[src/sv/rpf3_pkg.sv]
// Package of the 3x3 pixel filter: modes, register indexes, kernels, queue entry type.
// Used by every module of the block; depends on nothing.
`timescale 1ns / 1ps

package rpf3_pkg;

  localparam int MaxWidthDef = 1024;
  localparam int QDepth      = 4;

  localparam logic [2:0] ModePass    = 3'd0;
  localparam logic [2:0] ModeGray    = 3'd1;
  localparam logic [2:0] ModeInvert  = 3'd2;
  localparam logic [2:0] ModeBinary  = 3'd3;
  localparam logic [2:0] ModeWarm    = 3'd4;
  localparam logic [2:0] ModeCool    = 3'd5;
  localparam logic [2:0] ModeEdge    = 3'd6;
  localparam logic [2:0] ModeSharpen = 3'd7;

  localparam logic [1:0] RegMode   = 2'd0;
  localparam logic [1:0] RegWidth  = 2'd1;
  localparam logic [1:0] RegHeight = 2'd2;

  localparam logic [10:0] WidthRst  = 11'd1024;
  localparam logic [12:0] HeightRst = 13'd768;

  localparam logic signed [4:0] KEdge [9] = '{
    5'sd0, -5'sd1, 5'sd0, -5'sd1, 5'sd5, -5'sd1, 5'sd0, -5'sd1, 5'sd0};
  localparam logic signed [4:0] KSharp [9] = '{
    -5'sd1, -5'sd1, -5'sd1, -5'sd1, 5'sd9, -5'sd1, -5'sd1, -5'sd1, -5'sd1};

  // Border flags of the centre pixel plus the end-of-frame marker.
  typedef struct packed {
    logic left;
    logic right;
    logic top;
    logic bottom;
    logic last;
  } pos_flags_t;

  typedef struct packed {
    logic [8:0][31:0] win;
    pos_flags_t       flags;
  } q_entry_t;

  // Exact floor(v / 20) for v below 8192, by reciprocal multiplication.
  function automatic logic [8:0] div20(input logic [12:0] v);
    logic [28:0] p;
    begin
      p = 29'(v) * 29'd3277;
      div20 = p[24:16];
    end
  endfunction

  function automatic logic [7:0] sat8(input logic [8:0] v);
    begin
      sat8 = v[8] ? 8'd255 : v[7:0];
    end
  endfunction

endpackage

[src/sv/rpf3_queue.sv]
// Short queue between the front and back parts of the pixel filter.
// Depends on rpf3_pkg for the entry type and depth.
`timescale 1ns / 1ps

module rpf3_queue import rpf3_pkg::*; (
  input  logic     clk_i,
  input  logic     rst_ni,
  input  logic     push_i,
  input  q_entry_t data_i,
  input  logic     pop_i,
  output logic     space_o,
  output logic     nonempty_o,
  output q_entry_t head_o
);

  localparam int PW = $clog2(QDepth);

  q_entry_t        mem_q [QDepth];
  logic [PW-1:0]   wr_q, rd_q;
  logic [PW:0]     cnt_q;

  assign nonempty_o = cnt_q != '0;
  assign space_o    = (cnt_q != (PW+1)'(QDepth)) || pop_i;
  assign head_o     = mem_q[rd_q];

  always_ff @(posedge clk_i or negedge rst_ni) begin
    if (!rst_ni) begin
      wr_q  <= '0;
      rd_q  <= '0;
      cnt_q <= '0;
    end else begin
      if (push_i) wr_q <= wr_q + PW'(1);
      if (pop_i)  rd_q <= rd_q + PW'(1);
      if (push_i && !pop_i) begin
        cnt_q <= cnt_q + (PW+1)'(1);
      end else if (pop_i && !push_i) begin
        cnt_q <= cnt_q - (PW+1)'(1);
      end
    end
  end

  always_ff @(posedge clk_i) begin
    if (push_i) mem_q[wr_q] <= data_i;
  end

endmodule

[config.mk]
export PLATFORM = sky130hd
export DESIGN_NAME = rpf3_queue
export DESIGN_NICKNAME = d
export VERILOG_FILES = /design/src/sv/rpf3_pkg.sv /design/src/sv/rpf3_queue.sv
export SDC_FILE = /design/constraint.sdc
export NUM_CORES = 1
export LEC_CHECK = 0
export BUFFER_PORTS_ARGS = -buffer_cell sky130_fd_sc_hd__buf_2
export CAP_MARGIN = 10
export CORE_MARGIN = 8
export CORE_UTILIZATION = 54
export CTS_CLUSTER_DIAMETER = 50
export DETAILED_ROUTE_END_ITERATION = 12
export PLACE_DENSITY_LB_ADDON = 0.05
export SYNTH_ARGS = -nofsm -noshare
export SYNTH_HDL_FRONTEND = slang
export SYNTH_SLANG_ARGS = --single-unit
[constraint.sdc]
create_clock -name clk_i -period 8.9 [get_ports clk_i]
set_input_delay 0.445 -clock clk_i [delete_from_list [all_inputs] [get_ports clk_i]]
set_output_delay 0.445 -clock clk_i [all_outputs]
set_load 0.02 [all_outputs]
==> reports/metrics.csv <==
stage,metric,value,unit
drt,Post-route DRC,0,
worst_setup_path,Critical Path RT,8460,ps
floorplanning,die area,89100,um2
clocking,cts repair resizes,0,
logic_synthesis,Synth Instances,1566,
floorplanning,core area,79000,um2
logic_synthesis,yosys warns,0,
placement,dpl hpwl,57000,um
final_layout,register area,35400,um2
power_and_ir_drop,Pwr Total,18.3,mW
floorplanning,die width,299,um
worst_setup_path,crit end category,output pin,
clocking,Clock Latency Late Sink,700,ps
timing,setup_tns,0,ps
final_layout,Layout area overhead,25.9,%
timing,fmax,256,MHz
worst_setup_path,Worst EP arrival,3460,ps
worst_setup_path,Setup Crit Path Kind,reg -> out,
global_routing,vias in the first global route,22200,
global_routing,met1 Use GR,0.267,
global_routing,global-route wire length before repair,142000,um
floorplanning,Die Height,299,um
clocking,H-tree depth,4,
floorplanning,row count,103,
drt,"antenna viol nets, final",0,
global_routing,largest net degree at the start of global routing,167,
timing,clock skew,20.5,ps
timing,slew margin rel.,0.204,
clocking,Num Clock Sinks,1179,
drt,number of iterations in the first detailed-routing pass,5,
timing,final worst-path cycle share,0.438,
global_routing,initial antenna violation count,18,
min_path,Hold/Removal Path Class,in -> reg,
worst_setup_path,cell chain of the critical path,buf_12 -> mux4_1 -> buf_2,
drt,vias per cell,5.54,
drt,initial detailed-routing violation count,1425,
final_layout,fillcell total,4981,
power_and_ir_drop,power density over the cells,338,nW/um2
timing,Final Hold Viols,0,
logic_synthesis,syn_nets,1869,
logic_synthesis,"Seq/Total Area, Yosys",0.820,
final_layout,Total Nets Final,2838,
final_layout,share of cells above drive strength 1,0.375,
clocking,Root Buffer,clkbuf_16,
drt,routed len/inst,25.6,um
global_routing,GRT Resource Usage Total,0.212,
worst_setup_path,critical path's largest stage delay,910,ps
clocking,Setup Buffers After CTS,0,
logic_synthesis,number of distinct library cells after synthesis,21,
timing,"Min Clock Period, post-route",3900,ps
drt,via count,20500,
logic_synthesis,Seq cells post-synth,1179,
floorplanning,IO Count,592,
global_routing,routing usage on met3,0.0680,
power_and_ir_drop,VDD IR max,265,uV
logic_synthesis,post-synth top area share,0.816,
logic_synthesis,Synth area leaders,"edfxtp_1 (82%), mux4_2 (9.7%), mux4_1 (6.6%), buf_6 (0.68%), dfrtp_1 (0.41%)",
placement,Port Buffer Count,591,
timing,Slew @ Worst Pin,1190,ps
final_layout,"commonest cells after routing, fill and taps aside","edfxtp_1 (1172), buf_2 (591), dlygate4sd3_1 (294)",
logic_synthesis,Synth area leader,edfxtp_1,
worst_setup_path,CP Max Fanout,119,
timing,unrepaired setup endpoints after global routing,false,
worst_setup_path,"Slowest-stage cell, CP",dfrtp_4,
global_routing,grt met2 use,0.350,
final_layout,"most common cell after layout, fill and taps aside",edfxtp_1,
floorplanning,Initial Util,0.546,
outcome,status,"complete, no violations",
logic_synthesis,Syn Area/Cell,27.5,um2
clocking,Clock Pin Slew Worst Setup and Hold Paths,50,ps
worst_setup_path,Critical Path Start Type,flip-flop,
placement,GPL Wtd Cong,0.748,
clocking,TritonCTS Buffers,131,
final_layout,area of the multi-input gates,7220,um2
drt,drt total wl,94900,um
worst_setup_path,WP buf/inv,2,
timing,Finish-stage setup viols,0,
logic_synthesis,Mapped Area,43100,um2
flow_run,Max Cap Viol,0,
clocking,CTS Buffer Depth,3,
global_routing,gr ovfl total,0,
worst_setup_path,"CP delay by family, top",flip-flops,
timing,max-slew violations,0,
power_and_ir_drop,Leak,19.0,nW
global_routing,grt peak-use layer,met2,
clocking,CTS tree,yes,
[per-stage QoR]
| stage | utilization | hold WS (ps) | setup slack (ps) | instance area (um2) | instances |
|---|---|---|---|---|---|
| finish | 0.687 | 57.7 | 5000 | 54300 | 3702 |
| detailed placement | 0.596 | 290 | 5660 | 47100 | 3158 |
| global route | 0.687 | 32.5 | 4740 | 54300 | 3697 |
| floorplan | - | 149 | 963 | 43100 | 1566 |
| CTS | 0.687 | 7.34 | 4890 | 54300 | 3687 |
| global placement | 0.596 | 285 | 5630 | 47100 | 3158 |
[cells by family (layout without fill, tap and decap cells)]
family	after synthesis	in the layout	synth area share
buffers and inverters	70	1141	0.0125
multiplexers	294	294	0.163
XOR/XNOR	6	6	0.00122
other	0	15	0
AO/OA/AOI/OAI	1	1	0.000116
AND/OR/NAND/NOR	10	10	0.00119
flip-flops	1179	1179	0.820
adder cells (fa/ha/maj)	6	6	0.00192
[final cells by class]
type	count	share of cell area
repair buffers	902	0.113
diodes	15	0.000691
clock inverters	79	0.0143
flip-flops and latches	1179	0.652
well taps	1050	0.0242
clock buffers	156	0.0633
multi-input cells	317	0.133
inverters	4	0.000277
[worst register-to-register path, delay by kind of cell, from the launching register on]
| family | cells | cell delay, ps |
|---|---|---|
| adders and majority gates | 1 | 140 |
| buffers and inverters | 3 | 1610 |
| DFF | 1 | 420 |
| and+or+nand+nor | 1 | 540 |
[registers in the layout, indices dropped and copies added (netlist names)]
register and flops:
cnt_q 3, mem_q 1172, rd_q 2, wr_q 2
[where the power goes]
part | internal (mW) | leakage [nW] | total, mW | switching, mW
registers | 7.27 | 10.8 | 7.56 | 0.297
logic | 2.13 | 6.09 | 5.57 | 3.44
clock network | 3.10 | 2.03 | 5.20 | 2.11
total | 12.5 | 19.0 | 18.3 | 5.84
[metal layers]
metal,vias to the layer above,part of all wire
met5,-,0.00052
met3,145,0.079
met4,8,0.031
met2,685,0.51
met1,10700,0.38
li1,8939,-
[path summary, 6_finish.rpt]
| kind | start | end | slack [ps] | cells after the start |
|---|---|---|---|---|
| max in group asynchronous | rst_ni | rd_q[0] | 8530 | 2 |
| hold / removal | push_i | wr_q[0] | 60 | 2 |
| hold reg to reg | cnt_q[2] | cnt_q[2] | 490 | 1 |
| min in group asynchronous | rst_ni | rd_q[1] | 190 | 2 |
| setup / recovery | rd_q[0] | head_o[126] | 5000 | 3 |
| setup reg to reg | wr_q[0] | mem_q[2][138] | 5760 | 5 |
[synthesized netlist by cell type (all sizes together)]
master,number
buf,62
clkbuf,4
nand2,2
mux2,1
dfrtp,7
ha,5
and2,4
nand3,1
edfxtp,1172
xor2,4
inv,4
xnor2,2
or3,1
mux4,293
nor2,2
o21ai,1
fa,1
[what timing repair did]
action                                  4_1_cts  5_1_grt
endpoints found under the setup margin        0        0
hold buffers                                294        0
hold endpoints to repair                   1176        0
Note: power is estimated with default switching activity, not from simulation.
