File: config.mk
export PLATFORM = sky130hd
export DESIGN_NAME = rpf3_back
export DESIGN_NICKNAME = d
export VERILOG_FILES = /design/src/sv/rpf3_pkg.sv /design/src/sv/rpf3_back.sv
export SDC_FILE = /design/constraint.sdc
export NUM_CORES = 2
export LEC_CHECK = 0
export ABC_CLOCK_PERIOD_IN_PS = 4670
export BUFFER_PORTS_ARGS = -buffer_cell sky130_fd_sc_hd__buf_2
export CORE_MARGIN = 2
export CORE_UTILIZATION = 55
export CTS_CLUSTER_SIZE = 20
export DETAILED_ROUTE_END_ITERATION = 10
export GPL_TIMING_DRIVEN = 0
export HOLD_SLACK_MARGIN = 0.06
export PLACE_DENSITY = 0.79
export SLEW_MARGIN = 10
export SYNTH_ARGS = -nofsm -noshare
export SYNTH_HDL_FRONTEND = slang
export SYNTH_SLANG_ARGS = --single-unit
File: constraint.sdc
create_clock -name clk_i -period 4.67 [get_ports clk_i]
set_input_delay 0.467 -clock clk_i [delete_from_list [all_inputs] [get_ports clk_i]]
set_output_delay 0.467 -clock clk_i [all_outputs]
set_load 0.02 [all_outputs]
File: src/sv/rpf3_pkg.sv
// Package of the 3x3 pixel filter: modes, register indexes, kernels, queue entry type.
// Used by every module of the block; depends on nothing.
`timescale 1ns / 1ps

package rpf3_pkg;

  localparam int MaxWidthDef = 1024;
  localparam int QDepth      = 4;

  localparam logic [2:0] ModePass    = 3'd0;
  localparam logic [2:0] ModeGray    = 3'd1;
  localparam logic [2:0] ModeInvert  = 3'd2;
  localparam logic [2:0] ModeBinary  = 3'd3;
  localparam logic [2:0] ModeWarm    = 3'd4;
  localparam logic [2:0] ModeCool    = 3'd5;
  localparam logic [2:0] ModeEdge    = 3'd6;
  localparam logic [2:0] ModeSharpen = 3'd7;

  localparam logic [1:0] RegMode   = 2'd0;
  localparam logic [1:0] RegWidth  = 2'd1;
  localparam logic [1:0] RegHeight = 2'd2;

  localparam logic [10:0] WidthRst  = 11'd1024;
  localparam logic [12:0] HeightRst = 13'd768;

  localparam logic signed [4:0] KEdge [9] = '{
    5'sd0, -5'sd1, 5'sd0, -5'sd1, 5'sd5, -5'sd1, 5'sd0, -5'sd1, 5'sd0};
  localparam logic signed [4:0] KSharp [9] = '{
    -5'sd1, -5'sd1, -5'sd1, -5'sd1, 5'sd9, -5'sd1, -5'sd1, -5'sd1, -5'sd1};

  // Border flags of the centre pixel plus the end-of-frame marker.
  typedef struct packed {
    logic left;
    logic right;
    logic top;
    logic bottom;
    logic last;
  } pos_flags_t;

  typedef struct packed {
    logic [8:0][31:0] win;
    pos_flags_t       flags;
  } q_entry_t;

  // Exact floor(v / 20) for v below 8192, by reciprocal multiplication.
  function automatic logic [8:0] div20(input logic [12:0] v);
    logic [28:0] p;
    begin
      p = 29'(v) * 29'd3277;
      div20 = p[24:16];
    end
  endfunction

  function automatic logic [7:0] sat8(input logic [8:0] v);
    begin
      sat8 = v[8] ? 8'd255 : v[7:0];
    end
  endfunction

endpackage

File: src/sv/rpf3_back.sv
// Back part of the pixel filter: border selection, point and 3x3 filters,
// output register. Depends on rpf3_pkg.
`timescale 1ns / 1ps

module rpf3_back import rpf3_pkg::*; (
  input  logic       clk_i,
  input  logic       rst_ni,
  input  logic [2:0] mode_i,
  input  logic       q_nonempty_i,
  input  q_entry_t   q_head_i,
  output logic       q_pop_o,
  output logic       out_valid_o,
  input  logic       out_stall_i,
  output logic [7:0] out_red_o,
  output logic [7:0] out_green_o,
  output logic [7:0] out_blue_o,
  output logic [7:0] out_alpha_o,
  output logic       frame_end_o
);

  logic [8:0][31:0] sel;
  logic [7:0]  cr, cg, cb;
  logic [12:0] gray_sum;
  logic [7:0]  gray;
  logic [7:0]  res [3];
  logic signed [13:0] acc [3];
  int unsigned sr, sc;
  logic        valid_q;

  assign q_pop_o     = q_nonempty_i && (!valid_q || !out_stall_i);
  assign out_valid_o = valid_q;

  always_comb begin
    for (int r = 0; r < 3; r++) begin
      for (int c = 0; c < 3; c++) begin
        sr = (r == 0) ? (q_head_i.flags.top ? 1 : 0)
           : (r == 1) ? 1 : (q_head_i.flags.bottom ? 1 : 2);
        sc = (c == 0) ? (q_head_i.flags.left ? 1 : 0)
           : (c == 1) ? 1 : (q_head_i.flags.right ? 1 : 2);
        sel[r*3+c] = q_head_i.win[sr*3+sc];
      end
    end
    cr = sel[4][7:0];
    cg = sel[4][15:8];
    cb = sel[4][23:16];
    gray_sum = 13'(cr) * 13'd11 + 13'(cg) * 13'd16 + 13'(cb) * 13'd5;
    gray = gray_sum[12:5];
    for (int ch = 0; ch < 3; ch++) begin
      acc[ch] = '0;
      for (int i = 0; i < 9; i++) begin
        acc[ch] = acc[ch] + 14'((mode_i == ModeEdge) ? KEdge[i] : KSharp[i])
                * $signed({6'd0, sel[i][ch*8 +: 8]});
      end
    end
    unique case (mode_i)
      ModeGray: begin
        res[0] = gray; res[1] = gray; res[2] = gray;
      end
      ModeInvert: begin
        res[0] = ~cr; res[1] = ~cg; res[2] = ~cb;
      end
      ModeBinary: begin
        res[0] = (gray > 8'd128) ? 8'd255 : 8'd0;
        res[1] = res[0];
        res[2] = res[0];
      end
      ModeWarm: begin
        res[0] = sat8(div20(13'(cr) * 13'd23));
        res[1] = sat8(div20(13'(cg) * 13'd21));
        res[2] = sat8(div20(13'(cb) * 13'd18));
      end
      ModeCool: begin
        res[0] = sat8(div20(13'(cr) * 13'd18));
        res[1] = cg;
        res[2] = sat8(div20(13'(cb) * 13'd23));
      end
      ModeEdge, ModeSharpen: begin
        for (int ch = 0; ch < 3; ch++) begin
          if (acc[ch] < 0) res[ch] = 8'd0;
          else if (acc[ch] > 14'sd255) res[ch] = 8'd255;
          else res[ch] = acc[ch][7:0];
        end
      end
      default: begin
        res[0] = cr; res[1] = cg; res[2] = cb;
      end
    endcase
  end

  always_ff @(posedge clk_i or negedge rst_ni) begin
    if (!rst_ni) begin
      valid_q <= 1'b0;
    end else if (!valid_q || !out_stall_i) begin
      valid_q <= q_nonempty_i;
    end
  end

  always_ff @(posedge clk_i) begin
    if (q_pop_o) begin
      out_red_o   <= res[0];
      out_green_o <= res[1];
      out_blue_o  <= res[2];
      out_alpha_o <= sel[4][31:24];
      frame_end_o <= q_head_i.flags.last;
    end
  end

endmodule

==> run_summary.xml <==
<?xml version="1.0" encoding="UTF-8"?>
<metrics>
  <group name="logic_synthesis">
    <metric name="mappedNetlistArea" unit="µm²">46200</metric>
    <metric name="synth_area_per_cell" unit="µm²">10.1</metric>
    <metric name="synth_largest_area_cell" unit="">sky130_fd_sc_hd__fa_1</metric>
    <metric name="yosysTopAreaCellShare" unit="%">34.5</metric>
    <metric name="synth_seq_area_share" unit="%">2.20</metric>
    <metric name="netlist_instances" unit="">4588</metric>
    <metric name="synthXorXnorAreaFrac" unit="%">3.04</metric>
    <metric name="synth-async-reset-ratio" unit="%">2.94</metric>
    <metric name="synth.distinct_cells" unit="">100</metric>
    <metric name="largest_family_of_logic_cells_by_synthesized_area" unit="">adder cells</metric>
    <metric name="synth_adder_area_share" unit="%">58.2</metric>
    <metric name="muxShareOfSynthArea" unit="%">12.8</metric>
    <metric name="area_fraction_in_compound_gates_after_synthesis" unit="%">7.49</metric>
    <metric name="synth_seq_cells" unit="">34</metric>
    <metric name="post_synth_and_or_nand_nor_area_fraction" unit="%">5.40</metric>
    <metric name="synth_edf_count" unit="">33</metric>
    <metric name="dominantRegCellSynth" unit="">sky130_fd_sc_hd__edfxtp_1</metric>
    <metric name="synth.area.top_cells" unit="">sky130_fd_sc_hd__fa_1 35%, sky130_fd_sc_hd__ha_1 24%, sky130_fd_sc_hd__inv_1 9.5%, sky130_fd_sc_hd__mux4_2 9.4%, sky130_fd_sc_hd__mux2i_1 2.4%</metric>
    <metric name="yosysWarningCount" unit="">0</metric>
  </group>
  <group name="cts">
    <metric name="h-tree-depth" unit="">2</metric>
    <metric name="clkTransAtPathRegs" unit="ns">0.06</metric>
    <metric name="cts_inserted_buffers" unit="">5</metric>
    <metric name="cts.path.max_buffers" unit="">2</metric>
    <metric name="cts-root-buf" unit="">sky130_fd_sc_hd__clkbuf_16</metric>
    <metric name="cts_num_sinks" unit="">34</metric>
    <metric name="clkLatencyLatePin" unit="ns">0.32</metric>
    <metric name="tritoncts" unit="">done</metric>
  </group>
  <group name="timing">
    <metric name="fin_setup_tns" unit="ns">-114.98</metric>
    <metric name="min_period" unit="ns">9.65</metric>
    <metric name="fin_worst_skew" unit="ns">0.0104</metric>
    <metric name="timing.final.ws_setup" unit="ns">-4.98</metric>
    <metric name="slew-limit-headroom" unit="%">-0.302</metric>
    <metric name="final-setup-viol-count" unit="">24</metric>
    <metric name="fmaxAchievable" unit="GHz">0.104</metric>
    <metric name="rsz0062_at_grt" unit="">true</metric>
    <metric name="hold_violations" unit="">0</metric>
    <metric name="maxSlewViolCount" unit="">1</metric>
    <metric name="max_slew.worst_pin.slew" unit="ns">1.49</metric>
    <metric name="period_share" unit="%">207</metric>
  </group>
  <group name="global_route">
    <metric name="globalRouteTotalUtil" unit="%">38.0</metric>
    <metric name="antenna_found_initial" unit="">47</metric>
    <metric name="via_count_of_the_first_global_routing_pass" unit="">39800</metric>
    <metric name="grt_pass1_wl" unit="µm">241000</metric>
    <metric name="grt.overflow.total" unit="">0</metric>
    <metric name="largest_net_degree_at_the_start_of_global_routing" unit="">20</metric>
  </group>
  <group name="critical_path">
    <metric name="cp.required" unit="ns">4.78</metric>
    <metric name="worstSetupEndpointType" unit="">register</metric>
    <metric name="crit_slowest_cell" unit="">sky130_fd_sc_hd__fa_1</metric>
    <metric name="path_max_fanout" unit="">10</metric>
    <metric name="crit_type" unit="">in -&gt; reg</metric>
    <metric name="slowest_delay" unit="ns">0.60</metric>
    <metric name="crit_arrival" unit="ns">9.76</metric>
    <metric name="critical_path.most_common_cell" unit="">sky130_fd_sc_hd__fa_1</metric>
    <metric name="critical_path.startpoint_type" unit="">input pin</metric>
  </group>
  <group name="routing">
    <metric name="drcViolationCount" unit="">0</metric>
    <metric name="routed-via-count" unit="">38300</metric>
    <metric name="drt-wirelength-per-cell" unit="µm">26.5</metric>
    <metric name="drt_iter0_markers" unit="">3969</metric>
    <metric name="number_of_nets_with_antenna_violations_after_routing" unit="">0</metric>
    <metric name="detail_route.vias_per_cell" unit="">6.18</metric>
    <metric name="wl" unit="µm">164000</metric>
    <metric name="first_pass_iters" unit="">8</metric>
  </group>
  <group name="die">
    <metric name="start_util" unit="%">55.4</metric>
    <metric name="dieArea" unit="µm²">86300</metric>
    <metric name="placementRows" unit="">106</metric>
    <metric name="fp.dieH" unit="µm">294</metric>
    <metric name="pin_count" unit="">335</metric>
    <metric name="die_width" unit="µm">294</metric>
    <metric name="placeableCoreArea" unit="µm²">83400</metric>
  </group>
  <group name="place">
    <metric name="post-dp-hpwl" unit="µm">132000</metric>
    <metric name="io_buffers" unit="">269</metric>
    <metric name="routabilityCongestion" unit="">1.05</metric>
  </group>
  <group name="final_layout">
    <metric name="num-nets-final" unit="">7044</metric>
    <metric name="layout.cells.most_common" unit="">sky130_fd_sc_hd__inv_1</metric>
    <metric name="flow.area_growth_from_synthesis" unit="%">16.3</metric>
    <metric name="final_layout_size_suffix_gt1_share" unit="%">22.1</metric>
    <metric name="fillers" unit="">6314</metric>
    <metric name="mostFrequentLayoutCells" unit="">1124 x sky130_fd_sc_hd__inv_1, 842 x sky130_fd_sc_hd__ha_1, 773 x sky130_fd_sc_hd__fa_1</metric>
  </group>
  <group name="job">
    <metric name="max_cap_viol" unit="">1</metric>
  </group>
  <group name="min_path">
    <metric name="hold_path_class" unit="">in -&gt; reg</metric>
  </group>
  <group name="status">
    <metric name="status" unit="">finished with violations</metric>
    <metric name="violated_checks" unit="">max-capacitance violations, max-slew violations, negative setup slack</metric>
  </group>
</metrics>
[what timing repair did]
action,CTS,global route
gates resized for setup,380,154
hold endpoints to repair,1,0
buffers inserted,113,94
endpoints found under the setup margin,24,24
pin swaps,132,131
hold buffers,1,0
cloned,1,0
[layer usage]
layer	up-vias	share of wire [%]	GRT usage [%]	wire length, µm
li1	16000	-	-	-
met1	18900	34	46.7	56500
met2	2527	43	57.3	70800
met3	763	14	14.0	23300
met4	52	8.0	22.7	13100
met5	-	0.28	1.30	454
[state kept, by name, indices dropped and copies added (netlist names)]
signal	cells
frame_end_o	1
out_red_o	8
out_valid_o	1
out_alpha_o	8
out_blue_o	8
out_green_o	8
[cell families after synthesis]
kind of cell	after synthesis
adders and majority gates	1672
buffers and inverters	1310
and+or+nand+nor	562
AOI/OAI and AO/OA	502
muxes	347
xor gates and xnor gates	159
DFF	34
other	2
[cell usage after synthesis, types with 29 or more instances]
library cell and count:
sky130_fd_sc_hd__a21o_1 32, sky130_fd_sc_hd__a21oi_1 118, sky130_fd_sc_hd__and2_1 35, sky130_fd_sc_hd__buf_1 29
sky130_fd_sc_hd__clkbuf_1 90, sky130_fd_sc_hd__edfxtp_1 33, sky130_fd_sc_hd__fa_1 797, sky130_fd_sc_hd__ha_1 875
sky130_fd_sc_hd__inv_1 1174, sky130_fd_sc_hd__mux2_2 42, sky130_fd_sc_hd__mux2i_1 113, sky130_fd_sc_hd__mux4_2 192
sky130_fd_sc_hd__nand2_1 222, sky130_fd_sc_hd__nor2_1 185, sky130_fd_sc_hd__nor3_1 32, sky130_fd_sc_hd__o21ai_0 113
sky130_fd_sc_hd__xnor2_1 110, sky130_fd_sc_hd__xor2_1 48
[path summary, 6_finish.rpt]
path	start	endpoint	slack, ns	cells after the start
min in group asynchronous	rst_ni	out_valid_o$_DFFE_PN0N_	0.47	2
max reg2reg	out_valid_o$_DFFE_PN0N_	out_green_o[0]$_DFFE_PP_	3.07	2
max	q_head_i[4]	out_green_o[5]$_DFFE_PP_	-4.98	34
min reg2reg	out_valid_o$_DFFE_PN0N_	out_valid_o$_DFFE_PN0N_	0.57	1
min	q_head_i[159]	out_alpha_o[2]$_DFFE_PP_	0.33	1
max in group asynchronous	rst_ni	out_valid_o$_DFFE_PN0N_	4.12	2
[critical path, delay by kind of cell]
kind / cells / cell delay [ns]
AO/OA/AOI/OAI: 8 / 1.82
adder cells (fa/ha/maj): 11 / 4.92
buffers and inverters: 12 / 1.88
AND/OR/NAND/NOR: 3 / 0.61
[area by class of cell]
type,instances,area [µm²],share of cell area [%]
flip-flops and latches,34,1020,1.89
plain buffers,128,1490,2.76
well taps,1080,1350,2.52
repair buffers,478,3350,6.24
multi-input cells,3249,41800,77.8
clock buffers,6,139,0.259
clock inverters,2,12.5,0.0233
inverters,1176,4450,8.28
diodes,39,97.6,0.182
[stage by stage]
step / utilization [%] / hold WS, ns / setup slack, ns / std cells / area (µm²)
after global routing: 64.3 / 0.325 / -5.21 / 6162 / 53600
after floorplan: - / 0.171 / -4.45 / 4593 / 46800
after global placement: 59.3 / 0.243 / -7.43 / 5942 / 49500
final: 64.4 / 0.325 / -4.98 / 6192 / 53700
after detailed placement: 59.4 / 0.243 / -7.44 / 5943 / 49500
after CTS: 62.7 / 0.317 / -4.76 / 6060 / 52300
Power is not shown: default switching activity piles up to over one toggle a cycle in this logic, so the estimate is an artifact.
